## config.mk

```make
export PLATFORM = sky130hd
export DESIGN_NAME = pn2d_out_fifo
export DESIGN_NICKNAME = d
export VERILOG_FILES = /design/src/rtl/pn2d_pkg.sv /design/src/rtl/pn2d_out_fifo.sv
export SDC_FILE = /design/constraint.sdc
export NUM_CORES = 1
export LEC_CHECK = 0
export BUFFER_PORTS_ARGS = -buffer_cell sky130_fd_sc_hd__buf_2
export CORE_MARGIN = 2
export CORE_UTILIZATION = 60
export DETAILED_ROUTE_END_ITERATION = 10
export HOLD_SLACK_MARGIN = 0.02
export PLACE_DENSITY = 0.79
export SYNTH_ARGS = -nofsm -noshare
export SYNTH_HDL_FRONTEND = slang
export SYNTH_SLANG_ARGS = --single-unit
```

## constraint.sdc

```tcl
create_clock -name clk -period 6.14 [get_ports clk]
set_input_delay 0.307 -clock clk [delete_from_list [all_inputs] [get_ports clk]]
set_output_delay 0.307 -clock clk [all_outputs]
set_load 0.1 [all_outputs]
```

## src/rtl/pn2d_pkg.sv

```systemverilog
package pn2d_pkg;

    // Field widths of the command and response items.
    localparam int COORD_W = 24;
    localparam int IDX_W   = 8;
    localparam int NOISE_W = 17;

    // Permutation table size and the largest legal noise value (1.0 in Q1.16).
    localparam int PERM_DEPTH = 256;
    localparam logic [NOISE_W-1:0] NOISE_MAX = NOISE_W'(65536);

    // Defaults for the top level parameters.
    localparam int FRAC_BITS_DEF   = 16;
    localparam int QUEUE_DEPTH_DEF = 16;

    typedef enum logic {
        OP_LOAD = 1'b0,
        OP_EVAL = 1'b1
    } opcode_t;

    typedef logic [IDX_W-1:0] perm_byte_t;

    // Table access from the top level: one write and the cell coordinates.
    typedef struct packed {
        logic       wr_en;
        perm_byte_t wr_idx;
        perm_byte_t wr_data;
        perm_byte_t cx;
        perm_byte_t cy;
    } perm_req_t;

    // Second level hashes of the four cell corners.
    typedef struct packed {
        perm_byte_t aa;
        perm_byte_t ab;
        perm_byte_t ba;
        perm_byte_t bb;
    } corner_hash_t;

endpackage

```

## src/rtl/pn2d_out_fifo.sv

```systemverilog
module pn2d_out_fifo #(
    parameter int DEPTH = pn2d_pkg::QUEUE_DEPTH_DEF
) (
    input  logic                         clk,
    input  logic                         rst_n,
    input  logic                         push,
    input  logic [pn2d_pkg::NOISE_W-1:0] push_data,
    output logic                         pop_valid,
    input  logic                         pop_ready,
    output logic [pn2d_pkg::NOISE_W-1:0] pop_data
);
    import pn2d_pkg::*;

    localparam int AW = (DEPTH > 1) ? $clog2(DEPTH) : 1;
    localparam int CW = $clog2(DEPTH + 1);

    logic [NOISE_W-1:0] slot_reg [DEPTH];
    logic [AW-1:0]      wr_ptr_reg;
    logic [AW-1:0]      rd_ptr_reg;
    logic [CW-1:0]      count_reg;
    logic [AW-1:0]      wr_ptr_next;
    logic [AW-1:0]      rd_ptr_next;
    logic [CW-1:0]      count_next;
    logic               pop;

    assign pop = pop_valid && pop_ready;

    // Pointer and fill count updates; the caller never pushes into a full queue.
    always_comb
    begin
        wr_ptr_next = wr_ptr_reg;
        rd_ptr_next = rd_ptr_reg;
        if (push)
        begin
            wr_ptr_next = (wr_ptr_reg == AW'(DEPTH - 1)) ? '0 : wr_ptr_reg + AW'(1);
        end
        if (pop)
        begin
            rd_ptr_next = (rd_ptr_reg == AW'(DEPTH - 1)) ? '0 : rd_ptr_reg + AW'(1);
        end
        case ({push, pop})
            2'b10:   count_next = count_reg + CW'(1);
            2'b01:   count_next = count_reg - CW'(1);
            default: count_next = count_reg;
        endcase
    end

    always_ff @(posedge clk or negedge rst_n)
    begin
        if (!rst_n)
        begin
            wr_ptr_reg <= '0;
            rd_ptr_reg <= '0;
            count_reg  <= '0;
        end
        else
        begin
            wr_ptr_reg <= wr_ptr_next;
            rd_ptr_reg <= rd_ptr_next;
            count_reg  <= count_next;
        end
    end

    // Result storage.
    always_ff @(posedge clk)
    begin
        if (push)
        begin
            slot_reg[wr_ptr_reg] <= push_data;
        end
    end

    assign pop_valid = (count_reg != '0);
    assign pop_data  = slot_reg[rd_ptr_reg];

endmodule

```

==> Yosys cells after proc, flatten, opt, wreduce, memory -nomap -nowiden <==
Memories as Yosys holds them, arrays and structs flattened.
Index checks and enable logic that the tools add are counted.
{ "op_classes": {"n_addsub": 4, "multipliers": 0, "div_mod_pow": 0, "order_cmp": 0, "n_eq_ne": 4, "shifts": 0, "n_mux": 5, "n_bitwise": 0, "n_reduce_logical": 3} }
{ "op_table": {"columns": ["cell", "n"], "rows": [
  ["$pmux 5 s2", 1],
  ["$add 4x1->4 const B", 2],
  ["$eq 4x4->1 const B", 2],
  ["$mux 4", 2],
  ["$add 5x1->5 const B", 1],
  ["$reduce_bool 5->1", 1],
  ["$sub 5x1->5 const B", 1],
  ["$eq 2x1->1 const B", 1],
  ["$eq 2x2->1 const B", 1],
  ["$mux 1", 2],
  ["$reduce_bool 2->1", 1],
  ["$logic_and 1x1->1", 1]
]} }
{ "totals": {"regBits": 13, "latch_bits": 0, "mem_bits_rw": 272, "mem_bits_ro": 0, "input_bits": 21, "out_inout_bits": 18, "wordCells": 20, "mem_count": 1} }
{ "mem_list": {"columns": ["name", "depth", "width", "read_ports", "rd_clocked_by_memory_dff", "wr", "line_no", "text"], "rows": [
  ["slot_reg", 16, 17, 1, 0, 1, "pn2d_out_fifo.sv:17", "logic [NOISE_W-1:0] slot_reg [DEPTH];"]
]} }

==> Depth between registers and ports, before layout <==
{ "depth": {"depth_word": 4, "ltp_mapped": 10, "mapped_depth_nobuf": 10} }

==> Worst setup path after synthesis <==
No wires, ideal clock.
{ "synth_timing": {"path_kind": "register to register", "start": "register count_reg[0]", "end": "register count_reg[4]", "setup_ps": 123, "arrival_ps": 2364, "t_required_ps": 6017, "setup_slack_ps": 3653, "path_stages_with_launch": 11, "path_buffers": 0, "synth_period_minus_slack_ps": 2487, "cell_sequence": "dfrtp_1 nor3_1 a21boi_1 ha_1 inv_1 fa_1 nor2b_1 o21ai_0 nand3_1 or3b_2 xnor2_1"} }
{ "synth_between": {"elab_chain_cells": 4, "elab_cells_between_ends": 8, "cone_classes": "2 x add/sub; 2 x eq/ne; 1 x mux; 3 x reduce/logical"} }
{ "synth_lines": {"columns": ["element", "line_no", "text"], "rows": [
  ["start, declared", "pn2d_out_fifo.sv:20", "logic [CW-1:0] count_reg;"],
  ["start signal, assigned", "pn2d_out_fifo.sv:60", "count_reg <= count_next;"],
  ["parallel branches: the longest is 4 deep, another holds $sub 5x1->5", null, null]
]} }
Parallel ways; which one is timed is not known.
A chain may end at the register's enable or synchronous reset.

==> Worst setup path in the final report <==
{ "layout_timing": {"start": "register rd_ptr_reg[2]", "end": "output pop_data[4] in the netlist's numbering"} }
{ "layout_between": {"elab_chain_cells": 1} }
{ "layout_lines": {"columns": ["element", "line_no", "text"], "rows": [
  ["start, declared", "pn2d_out_fifo.sv:19", "logic [AW-1:0] rd_ptr_reg;"],
  ["start signal, assigned", "pn2d_out_fifo.sv:59", "rd_ptr_reg <= rd_ptr_next;"],
  ["$mem_v2 16x17", null, null],
  ["end, declared", "pn2d_out_fifo.sv:10", "output logic [pn2d_pkg::NOISE_W-1:0] pop_data"]
]} }
No other way between the ends.

==> impl_metrics.ini <==
[yosys]
yosysSeqAreaShare = 0.7461
syn_nets = 603
yosysWarningCount = 0
synth_seq_cells = 285
synth_area_per_cell_sq_um = 19.90
synth_edf_count = 272
synth_cell_types = 36
synth_flop_cell = edfxtp_1
netlist_instances = 572
async_flop_share = 0.04561
synth_area_sq_um = 11380

[cts]
clockBufferDepth = 3
postCtsSetupBuffers = 0
clk_pin_slew_worst_paths_ns = 0.06
cts.sinks = 285
ctsHoldBuffers = 1
cts.repair.resized = 0
clk_latency_ns = 0.52
numCtsBuffers = 27
tritoncts = yes
htreeDepth = 1
cts-root-buf = clkbuf_16

[timing]
slew_viol_final = 0
finalCriticalPeriod_ns = 4.087
fmax_ghz = 0.2447
worst_pin_slew_ns = 1.230
setup_tns_ns = 0
setup_viol = 0
hold_viol = 0
fin_crit_sh = 0.6656
clock_skew_ns = 0.01105
slew_headroom = 0.1793
rsz0062_at_grt = no

[power]
netSwitchingFraction = 0.3900
combPwrFrac = 0.368
peakVddDrop_mv = 0.3286
total_leakage_power_nw = 4.164
p_switching_mw = 2.595
clkPwrFrac = 0.242
p_int_mw = 4.059
seqPwrFrac = 0.390
power_density_nw_per_um2 = 526.7

[layout]
final_area_sq_um = 12640
syn_to_final_growth_pct = 11.00
stdcell_count = 874
nFillCells = 1135
layout_commonest_cell = edfxtp_1
largest_reg_flops = 272
final_core_util = 0.6778
drive_gt1_frac = 0.2942
final_cell_mix = edfxtp_1 (272), mux4_2 (49), buf_2 (38), mux2_2 (32), clkbuf_16 (27)
finalNetCount = 650

[placement]
portBuffers = 38
dp_cells = 823
dpl-instance-area_sq_um = 11760
dp.final_hpwl_microns = 13460
gp_congestion = 0.7913

[route]
route.detailed.drc = 0
wl_per_cell_microns = 26.45
dr.first_iter.drc_count = 717
drtAntennaViolNets = 0
drtPass1Iterations = 5
viasPerCell = 6.564
vias = 5737
drt-total-wl_microns = 23120

[global_routing]
grt_max_degree = 49
grt_pass1_wl_microns = 35330
grt_pass1_vias = 5994
antenna_found_initial = 1
grt_usage = 0.2375
overflow = 0

[die]
die_x_microns = 141.7
fp.coreArea_sq_um = 18640
die_height_microns = 141.7
start_util = 0.6106
die_area_sq_um = 20090
rows = 50
pin_count = 39

[min_path]
hold_class = primary input to register
hp-start = push

[setup_path]
crit_type = register to primary output
path_max_fanout = 24
crit_arrival_ns = 3.78
startpoint = rd_ptr_reg[2]
endpoint_kind = primary output
reg2reg_from = count_reg[0]
critPathRequiredTime_ns = 5.83
startpoint_type = register

[status]
status = finished, final reports clean

[job]
maxCapViolations = 0
[area by class of cell]
class | instances | area [sq um] | area share
well taps | 234 | 292.8 | 0.02317
inverters | 24 | 90.09 | 0.007129
repair buffers | 49 | 275.3 | 0.02178
clock inverters | 14 | 116.4 | 0.009209
multi-input cells | 232 | 2613 | 0.2068
flip-flops and latches | 285 | 8501 | 0.6727
clock buffers | 35 | 745.7 | 0.05902
diodes | 1 | 2.502 | 0.0001980
[cells in the mapped netlist (2+ instances only)]
cell type  instances  area share
mux4_2            49       0.097
ha_1               9      0.0099
inv_1             24      0.0079
mux4_1             2      0.0046
a21oi_1            4      0.0018
nand2b_1           6      0.0033
a221o_1           17       0.015
nor2b_1           18      0.0099
dfrtp_1           13       0.029
nor3_1             3      0.0013
nand2_1           13      0.0043
edfxtp_1         272        0.72
mux2_1             4      0.0040
o21ai_0           15      0.0066
xnor2_1            5      0.0038
buf_4              3      0.0020
buf_6              8      0.0079
clkbuf_1           9      0.0030
buf_12             2      0.0035
o221ai_1          17       0.013
xor2_1             2      0.0015
nor2_1            17      0.0056
mux2_2            32       0.032
buf_2              7      0.0031
o21ai_1           10      0.0044
[power groups by stage]
| stage | registers [mW] | clock network [mW] | logic [mW] |
|---|---|---|---|
| after detailed placement | 2.64 | 0 | 2.44 |
| after global placement | 2.61 | 0 | 2.39 |
| after floorplan | 2.43 | 0 | 2.19 |
| after CTS | 2.60 | 1.62 | 2.46 |
| final | 2.59 | 1.61 | 2.45 |
| after global routing | 2.63 | 1.69 | 2.56 |
[worst max-delay path, stage by stage (launching register included)]
cell and delay (ns):
dfrtp_1 1.07, nand2b_1 0.81, o221ai_1 0.52, o21ai_0 0.16, a221o_1 0.39, buf_2 0.30
[cell families (layout without fill, tap and decap cells)]
logic type,after synthesis,in the layout,share of synthesized area
AO/OA/AOI/OAI,67,67,0.04342
XOR/XNOR,7,7,0.005386
adder cells (fa/ha/maj),10,10,0.01165
buffers and inverters,55,122,0.02836
flip-flops,285,285,0.7461
multiplexers,87,87,0.1372
other,0,1,0
AND/OR/NAND/NOR,61,61,0.02792
[routing by layer]
layer  routed length [microns]  up-vias  GRT usage  share of wire
met1                      9089     2949     0.3313           0.39
met4                       869        0    0.09579          0.038
met2                     11360      308     0.3804           0.49
met5                         0        -          0              0
met3                      1796       65    0.04252          0.078
li1                          -     2415          -              -
[metrics by stage]
| step | hold WS (ns) | worst slack, ns | total power, mW |
|---|---|---|---|
| final | 0.1379 | 2.053 | 6.655 |
| after global routing | 0.1548 | 1.972 | 6.879 |
| after CTS | 0.1086 | 2.128 | 6.678 |
| after detailed placement | 0.2196 | 2.752 | 5.075 |
| after global placement | 0.2054 | 2.867 | 5.007 |
| after floorplan | 0.01141 | 3.653 | 4.622 |
[worst paths after layout]
| kind | slack, ns | end | depth (start not counted) |
|---|---|---|---|
| setup / recovery | 2.05 | pop_data[4] | 5 |
| hold reg to reg | 0.49 | count_reg[4] | 1 |
| hold / removal | 0.14 | wr_ptr_reg[1] | 2 |
| max in group asynchronous | 5.65 | rd_ptr_reg[0] | 2 |
| setup reg to reg | 3.18 | count_reg[4] | 10 |
| min in group asynchronous | 0.21 | count_reg[3] | 2 |
Power figures use the tool's default switching activity.
