$ cat config.mk
export PLATFORM = sky130hd
export DESIGN_NAME = pn2d_perm_mem
export DESIGN_NICKNAME = d
export VERILOG_FILES = /design/src/rtl/pn2d_pkg.sv /design/src/rtl/pn2d_perm_mem.sv
export SDC_FILE = /design/constraint.sdc
export NUM_CORES = 2
export LEC_CHECK = 0
export ABC_AREA = 0
export CORE_MARGIN = 2
export CORE_UTILIZATION = 46
export DETAILED_ROUTE_END_ITERATION = 16
export DONT_BUFFER_PORTS = 1
export GPL_TIMING_DRIVEN = 0
export MAX_ROUTING_LAYER = met4
export SKIP_CTS_REPAIR_TIMING = 1
export SLEW_MARGIN = 10
export SYNTH_ARGS = -nofsm -noshare
export SYNTH_HDL_FRONTEND = slang
export SYNTH_SLANG_ARGS = --single-unit
$ cat constraint.sdc
create_clock -name clk -period 8.55 [get_ports clk]
set_clock_uncertainty 0.2 [all_clocks]
set_input_delay 2.1375 -clock clk [delete_from_list [all_inputs] [get_ports clk]]
set_output_delay 2.1375 -clock clk [all_outputs]
set_load 0.1 [all_outputs]
$ cat src/rtl/pn2d_pkg.sv
package pn2d_pkg;

    // Field widths of the command and response items.
    localparam int COORD_W = 24;
    localparam int IDX_W   = 8;
    localparam int NOISE_W = 17;

    // Permutation table size and the largest legal noise value (1.0 in Q1.16).
    localparam int PERM_DEPTH = 256;
    localparam logic [NOISE_W-1:0] NOISE_MAX = NOISE_W'(65536);

    // Defaults for the top level parameters.
    localparam int FRAC_BITS_DEF   = 16;
    localparam int QUEUE_DEPTH_DEF = 16;

    typedef enum logic {
        OP_LOAD = 1'b0,
        OP_EVAL = 1'b1
    } opcode_t;

    typedef logic [IDX_W-1:0] perm_byte_t;

    // Table access from the top level: one write and the cell coordinates.
    typedef struct packed {
        logic       wr_en;
        perm_byte_t wr_idx;
        perm_byte_t wr_data;
        perm_byte_t cx;
        perm_byte_t cy;
    } perm_req_t;

    // Second level hashes of the four cell corners.
    typedef struct packed {
        perm_byte_t aa;
        perm_byte_t ab;
        perm_byte_t ba;
        perm_byte_t bb;
    } corner_hash_t;

endpackage

$ cat src/rtl/pn2d_perm_mem.sv
module pn2d_perm_mem (
    input  logic                  clk,
    input  pn2d_pkg::perm_req_t    req,
    output pn2d_pkg::corner_hash_t hash
);
    import pn2d_pkg::*;

    localparam int BANK_DEPTH = PERM_DEPTH / 2;
    localparam int BAW        = IDX_W - 1;

    // First level copy, read at cx and cx+1.
    perm_byte_t lvl1_mem [PERM_DEPTH];
    // Second level copy split into even and odd entries, so that the two
    // consecutive entries of a corner pair always fall in different banks.
    perm_byte_t even_mem [BANK_DEPTH];
    perm_byte_t odd_mem  [BANK_DEPTH];

    perm_byte_t pa_reg;
    perm_byte_t pb_reg;
    perm_byte_t cy_reg;
    perm_byte_t ea_reg;
    perm_byte_t oa_reg;
    perm_byte_t eb_reg;
    perm_byte_t ob_reg;
    logic       swap_a_reg;
    logic       swap_b_reg;

    perm_byte_t cx_next;
    perm_byte_t a_lo;
    perm_byte_t a_hi;
    perm_byte_t b_lo;
    perm_byte_t b_hi;
    logic [BAW-1:0] even_idx_a;
    logic [BAW-1:0] even_idx_b;

    assign cx_next = req.cx + perm_byte_t'(1);

    // Table writes go to both copies in the same cycle.
    always_ff @(posedge clk)
    begin
        if (req.wr_en)
        begin
            lvl1_mem[req.wr_idx] <= req.wr_data;
            if (req.wr_idx[0])
            begin
                odd_mem[req.wr_idx[IDX_W-1:1]] <= req.wr_data;
            end
            else
            begin
                even_mem[req.wr_idx[IDX_W-1:1]] <= req.wr_data;
            end
        end
    end

    // First level read: the hashes of the two cell columns.
    always_ff @(posedge clk)
    begin
        pa_reg <= lvl1_mem[req.cx];
        pb_reg <= lvl1_mem[cx_next];
        cy_reg <= req.cy;
    end

    // Second level addresses; an odd low address takes its pair from the
    // next even entry, which wraps to entry zero at the top of the table.
    assign a_lo = pa_reg + cy_reg;
    assign a_hi = a_lo + perm_byte_t'(1);
    assign b_lo = pb_reg + cy_reg;
    assign b_hi = b_lo + perm_byte_t'(1);

    assign even_idx_a = a_lo[0] ? a_hi[IDX_W-1:1] : a_lo[IDX_W-1:1];
    assign even_idx_b = b_lo[0] ? b_hi[IDX_W-1:1] : b_lo[IDX_W-1:1];

    // Second level read: two ports on each bank.
    always_ff @(posedge clk)
    begin
        ea_reg     <= even_mem[even_idx_a];
        oa_reg     <= odd_mem[a_lo[IDX_W-1:1]];
        eb_reg     <= even_mem[even_idx_b];
        ob_reg     <= odd_mem[b_lo[IDX_W-1:1]];
        swap_a_reg <= a_lo[0];
        swap_b_reg <= b_lo[0];
    end

    // Put the bank outputs back in corner order.
    assign hash.aa = swap_a_reg ? oa_reg : ea_reg;
    assign hash.ab = swap_a_reg ? ea_reg : oa_reg;
    assign hash.ba = swap_b_reg ? ob_reg : eb_reg;
    assign hash.bb = swap_b_reg ? eb_reg : ob_reg;

endmodule

Word level (Yosys, flattened, before mapping)
Memories as Yosys holds them, arrays and structs flattened. A register that Yosys moved wholly into a read port is not among the register bits.
Cells that the tools add are included.
- register bits after elaboration: 10
- RAM bits: 4096
- input port bits: 34
- output and inout port bits: 32
- logic and storage cells: 25
- memories kept: 3
- add/subtract/negate cells: 5
- multiplexer cells: 14
- memory list (name ; depth ; width ; read ports ; clocked after memory_dff ; write ports ; RTL line ; text):
    lvl1_mem ; 256 ; 8 ; 2 ; 2 ; 1 ; pn2d_perm_mem.sv:12 ; perm_byte_t lvl1_mem [PERM_DEPTH];
    even_mem ; 128 ; 8 ; 2 ; 2 ; 1 ; pn2d_perm_mem.sv:15 ; perm_byte_t even_mem [BANK_DEPTH];
    odd_mem ; 128 ; 8 ; 2 ; 2 ; 1 ; pn2d_perm_mem.sv:16 ; perm_byte_t odd_mem [BANK_DEPTH];
- operators with widths (operator ; number):
    8-bit two-way mux ; 4
    8-bit by 1-bit adder with 8-bit output (second input constant) ; 3
    8-bit adder ; 2
    7-bit two-way mux ; 2
    1-bit two-way mux ; 8

Longest topological paths before layout
- word-level depth: 3
- depth in mapped cells: 16
- depth with buffers taken out: 13

Worst setup path before layout
No wires, ideal clock.
- path kind: input -> register
- start: in req[8] (netlist name)
- end: reg pb_reg[4] (read register of lvl1_mem)
- arrival time: 4.711 ns
- required time: 8.221 ns
- path slack: 3.509 ns
- cell stages on the path: 11
- path buffers: 4
- cells stage by stage: ha_1 buf_2 clkbuf_1 buf_1 buf_1 mux4_2 mux4_2 mux2i_1 a21oi_1 mux2i_1 mux2i_1
- cells in the longest elaborated chain, start to end: 1
- ends and longest elaborated chain (what ; RTL line ; text):
    start: declaration ; pn2d_perm_mem.sv:3 ; input pn2d_pkg::perm_req_t req,
    8-bit by 1-bit adder with 8-bit output ; pn2d_perm_mem.sv:36 ; assign cx_next = req.cx + perm_byte_t'(1);
    end: declaration ; pn2d_perm_mem.sv:19 ; perm_byte_t pb_reg;
No other way between the ends.

Worst setup path in the final report
- start: reg cy_reg[1]
- end: reg ea_reg[7] (read register of even_mem)
- cells in the longest elaborated chain, start to end: 3
- ends and longest elaborated chain (what ; RTL line ; text):
    start: declaration ; pn2d_perm_mem.sv:20 ; perm_byte_t cy_reg;
    start signal: assignment ; pn2d_perm_mem.sv:60 ; cy_reg <= req.cy;
    8-bit adder (*) ; pn2d_perm_mem.sv:65 ; assign a_lo = pa_reg + cy_reg;
    8-bit by 1-bit adder with 8-bit output ; pn2d_perm_mem.sv:66 ; assign a_hi = a_lo + perm_byte_t'(1);
    7-bit two-way mux (*) ; pn2d_perm_mem.sv:70 ; assign even_idx_a = a_lo[0] ? a_hi[IDX_W-1:1] : a_lo[IDX_W-1:1];
    end: declaration ; pn2d_perm_mem.sv:21 ; perm_byte_t ea_reg;
Every way passes the cells marked *; elsewhere a longest branch is shown, timed or not.

==> qor.txt <==
run status: complete, but fails checks
violated checks: slew limit
XOR/XNOR share of the synthesized area: 0.162%
remaining antenna violation count: 0
initial antenna violation count: 71
simple-gate portion of the synthesized area: 3.65%
H-tree Lvls: 5
slew margin rel.: -14.3%
RSZ-0062 raised after global routing: false
Top Ports: 66
final hold viol count: 0
Synth top area share: 63.9%
first-pass GRT wire length: 1020000 um
Seq cells post-synth: 4154
Placeable Area: 417000 um2
top cells by count, synth: edfxtp_1 (4096), mux4_2 (1982), nand2_1 (1128), clkbuf_1 (666), nor2_1 (593)
CTS tree: built
Top reg by flops: lvl1_mem
WP data arrival: 7.39 ns
GR peak layer: met2
number of cells produced by synthesis: 10600
syn_nets: 10600
clock root buffer master: clkbuf_16
HP Class: flop to flop
Detailed Routing Iterations Pass 1: 8
area delta synth->final: 12.4%
Final WS setup: 1.91 ns
Tot Pwr: 68.9 mW
vias in the first global route: 117000
placer congestion estimate: 1.03
# port buffers: 0
multiplexer share of the synthesized area: 25.4%
via count: 121000
Yosys cell types: 44
crit end category: flop
DIE HEIGHT: 651 um
dominant cells by area after synthesis: edfxtp_1 (64%), mux4_2 (23%), nand2_1 (2.2%)
Max-Cap Viols: 0
Worst-Margin Slew: 1.71 ns
Seq/Total Area, Yosys: 64.5%
largest net degree at the start of global routing: 513
# setup viols final: 0
row count: 237
Clk pin slew, worst setup/hold paths: 0.06 ns
setup TNS: 0 ns
leakage power: 67.1 nW
Synth Area in Compound Gates: 4.22%
Worst path slowest cell: clkbuf_1
fillers: 33100
# DRC: 0
Post-DP HPWL: 534000 um
Post-synth EDFFs: 4096
met2 Use GR: 53.9%
pwr dens: 318 nW/um2
GR Overflow Total: 0
Initial Util: 46.2%
CP Class: flop to flop
Peak VDD IR: 422 uV
CP delay by family, top: buffers and inverters
crit start category: flop
CTS Buf Count: 449
CP most frequent cell: clkbuf_1
ys async rst share: 0%
setup slack, reg-to-reg: 1.91 ns
post-place instance area: 201000 um2
Mapped Avg Cell Area: 18.2 um2
GR Util met3: 10.4%
vias per cell: 7.11
area leader, netlist: edfxtp_1
final worst path period share: 77.7%
count leader, synth: edfxtp_1
critical path cell sequence: inv_1 > fa_1 > clkbuf_1 > inv_1 > ha_1 > and2_1 > xnor2_1 > clkbuf_1 > clkbuf_1 > nand2_1 > a31oi_1 > mux4_2 > mux2i_1 > mux2i_1 > mux2_2
fmax: 151 MHz
wire length per cell: 45.1 um
met1 usage: 46.0%
CTS Buffer Depth: 4
largest family of logic cells by synthesized area: multiplexers
CP max FO: 10
total wire length: 768000 um
layout cells sized above 1: 28.0%
number of flip-flops in the largest register: 2048
Place WS: 1.14 ns
die area: 424000 um2
Slew Viols, Final: 93
Worst-Skew Late Latency: 1.07 ns
nets@finish: 11200
Cell Area, Synth: 193000 um2
Synthesis Warnings: 0
main flop type after synthesis: edfxtp_1
Chip Width: 651 um
worst stage delay on the critical path: 1.09 ns
Crit path required time: 9.30 ns
CP bufs+invs: 5
GRT Util Overall: 36.8%
Period minus WS final: 6.64 ns
adder-cell share of the synthesized area: 0.131%
Initial DRC Count: 20400
Non-Filler Cell Area, Final: 216000 um2
count of clock tree sinks: 4154
## metal layers
layer | part of all wire, % | wire length [um] | vias to the layer above
met5 | 0 | 0 | -
met1 | 36 | 273000 | 64400
met3 | 12 | 92800 | 1843
met2 | 45 | 347000 | 9228
met4 | 7.2 | 55400 | 0
li1 | - | - | 45800
## path summary, 6_finish.rpt
kind / startpoint / to / depth (start not counted)
hold / removal: pb_reg[0] / swap_b_reg / 1
setup / recovery: cy_reg[1] / ea_reg[7] / 15
hold reg to reg: pb_reg[0] / swap_b_reg / 1
setup reg to reg: cy_reg[1] / ea_reg[7] / 15
## per-stage QoR
step | hold WS (ns) | utilization, % | std cells
floorplan | 0.312 | - | 10600
global placement | 0.447 | 47.9 | 16100
detailed placement | 0.423 | 48.2 | 16100
CTS | 0.450 | 51.8 | 17000
global route | 0.484 | 51.9 | 17000
finish | 0.481 | 52.0 | 17100
## area by class of cell
| class | instances | area (um2) | share of cell area [%] |
|---|---|---|---|
| clock buffers | 538 | 11700 | 5.42 |
| inverters | 9 | 33.8 | 0.0156 |
| well taps | 5497 | 6880 | 3.18 |
| clock inverters | 302 | 3300 | 1.53 |
| diodes | 65 | 163 | 0.0751 |
| plain buffers | 908 | 3860 | 1.78 |
| repair buffers | 65 | 1600 | 0.739 |
| multi-input cells | 5520 | 64700 | 29.9 |
| flip-flops and latches | 4154 | 124000 | 57.4 |
## where the power goes
| group | internal [mW] | switching (mW) |
|---|---|---|
| clock network | 11.6 | 8.61 |
| registers | 22.5 | 0.0936 |
| logic | 8.17 | 17.9 |
## placed cells by master, fill, tap and decap left out, types with 30 or more instances in the layout
master,count
nand2_1,1127
a22oi_1,30
clkbuf_1,615
mux2_2,176
a21oi_1,66
clkbuf_2,131
mux4_2,1982
dfxtp_1,58
clkinv_1,90
bufinv_16,58
mux2i_1,235
clkinv_2,86
a31oi_1,512
diode_2,65
buf_2,156
clkbuf_16,455
nor2_1,592
edfxtp_1,4096
o211ai_1,128
buf_1,71
buf_16,43
o22ai_1,514
## cell families after synthesis
kind of cell,after synthesis
xor gates and xnor gates,28
adders and majority gates,19
AOI/OAI and AO/OA,1276
muxes,2393
DFF,4154
and+or+nand+nor,1804
buffers and inverters,917
## worst reg2reg max path: cells and delay by family (launching register included)
family | cells | cell delay [ns]
flip-flops | 1 | 0.74
AO/OA/AOI/OAI | 1 | 0.47
multiplexers | 4 | 1.09
AND/OR/NAND/NOR | 2 | 0.32
adder cells (fa/ha/maj) | 2 | 0.78
buffers and inverters | 5 | 2.60
XOR/XNOR | 1 | 0.33
No activity file was read; power rests on OpenSTA's default activity.
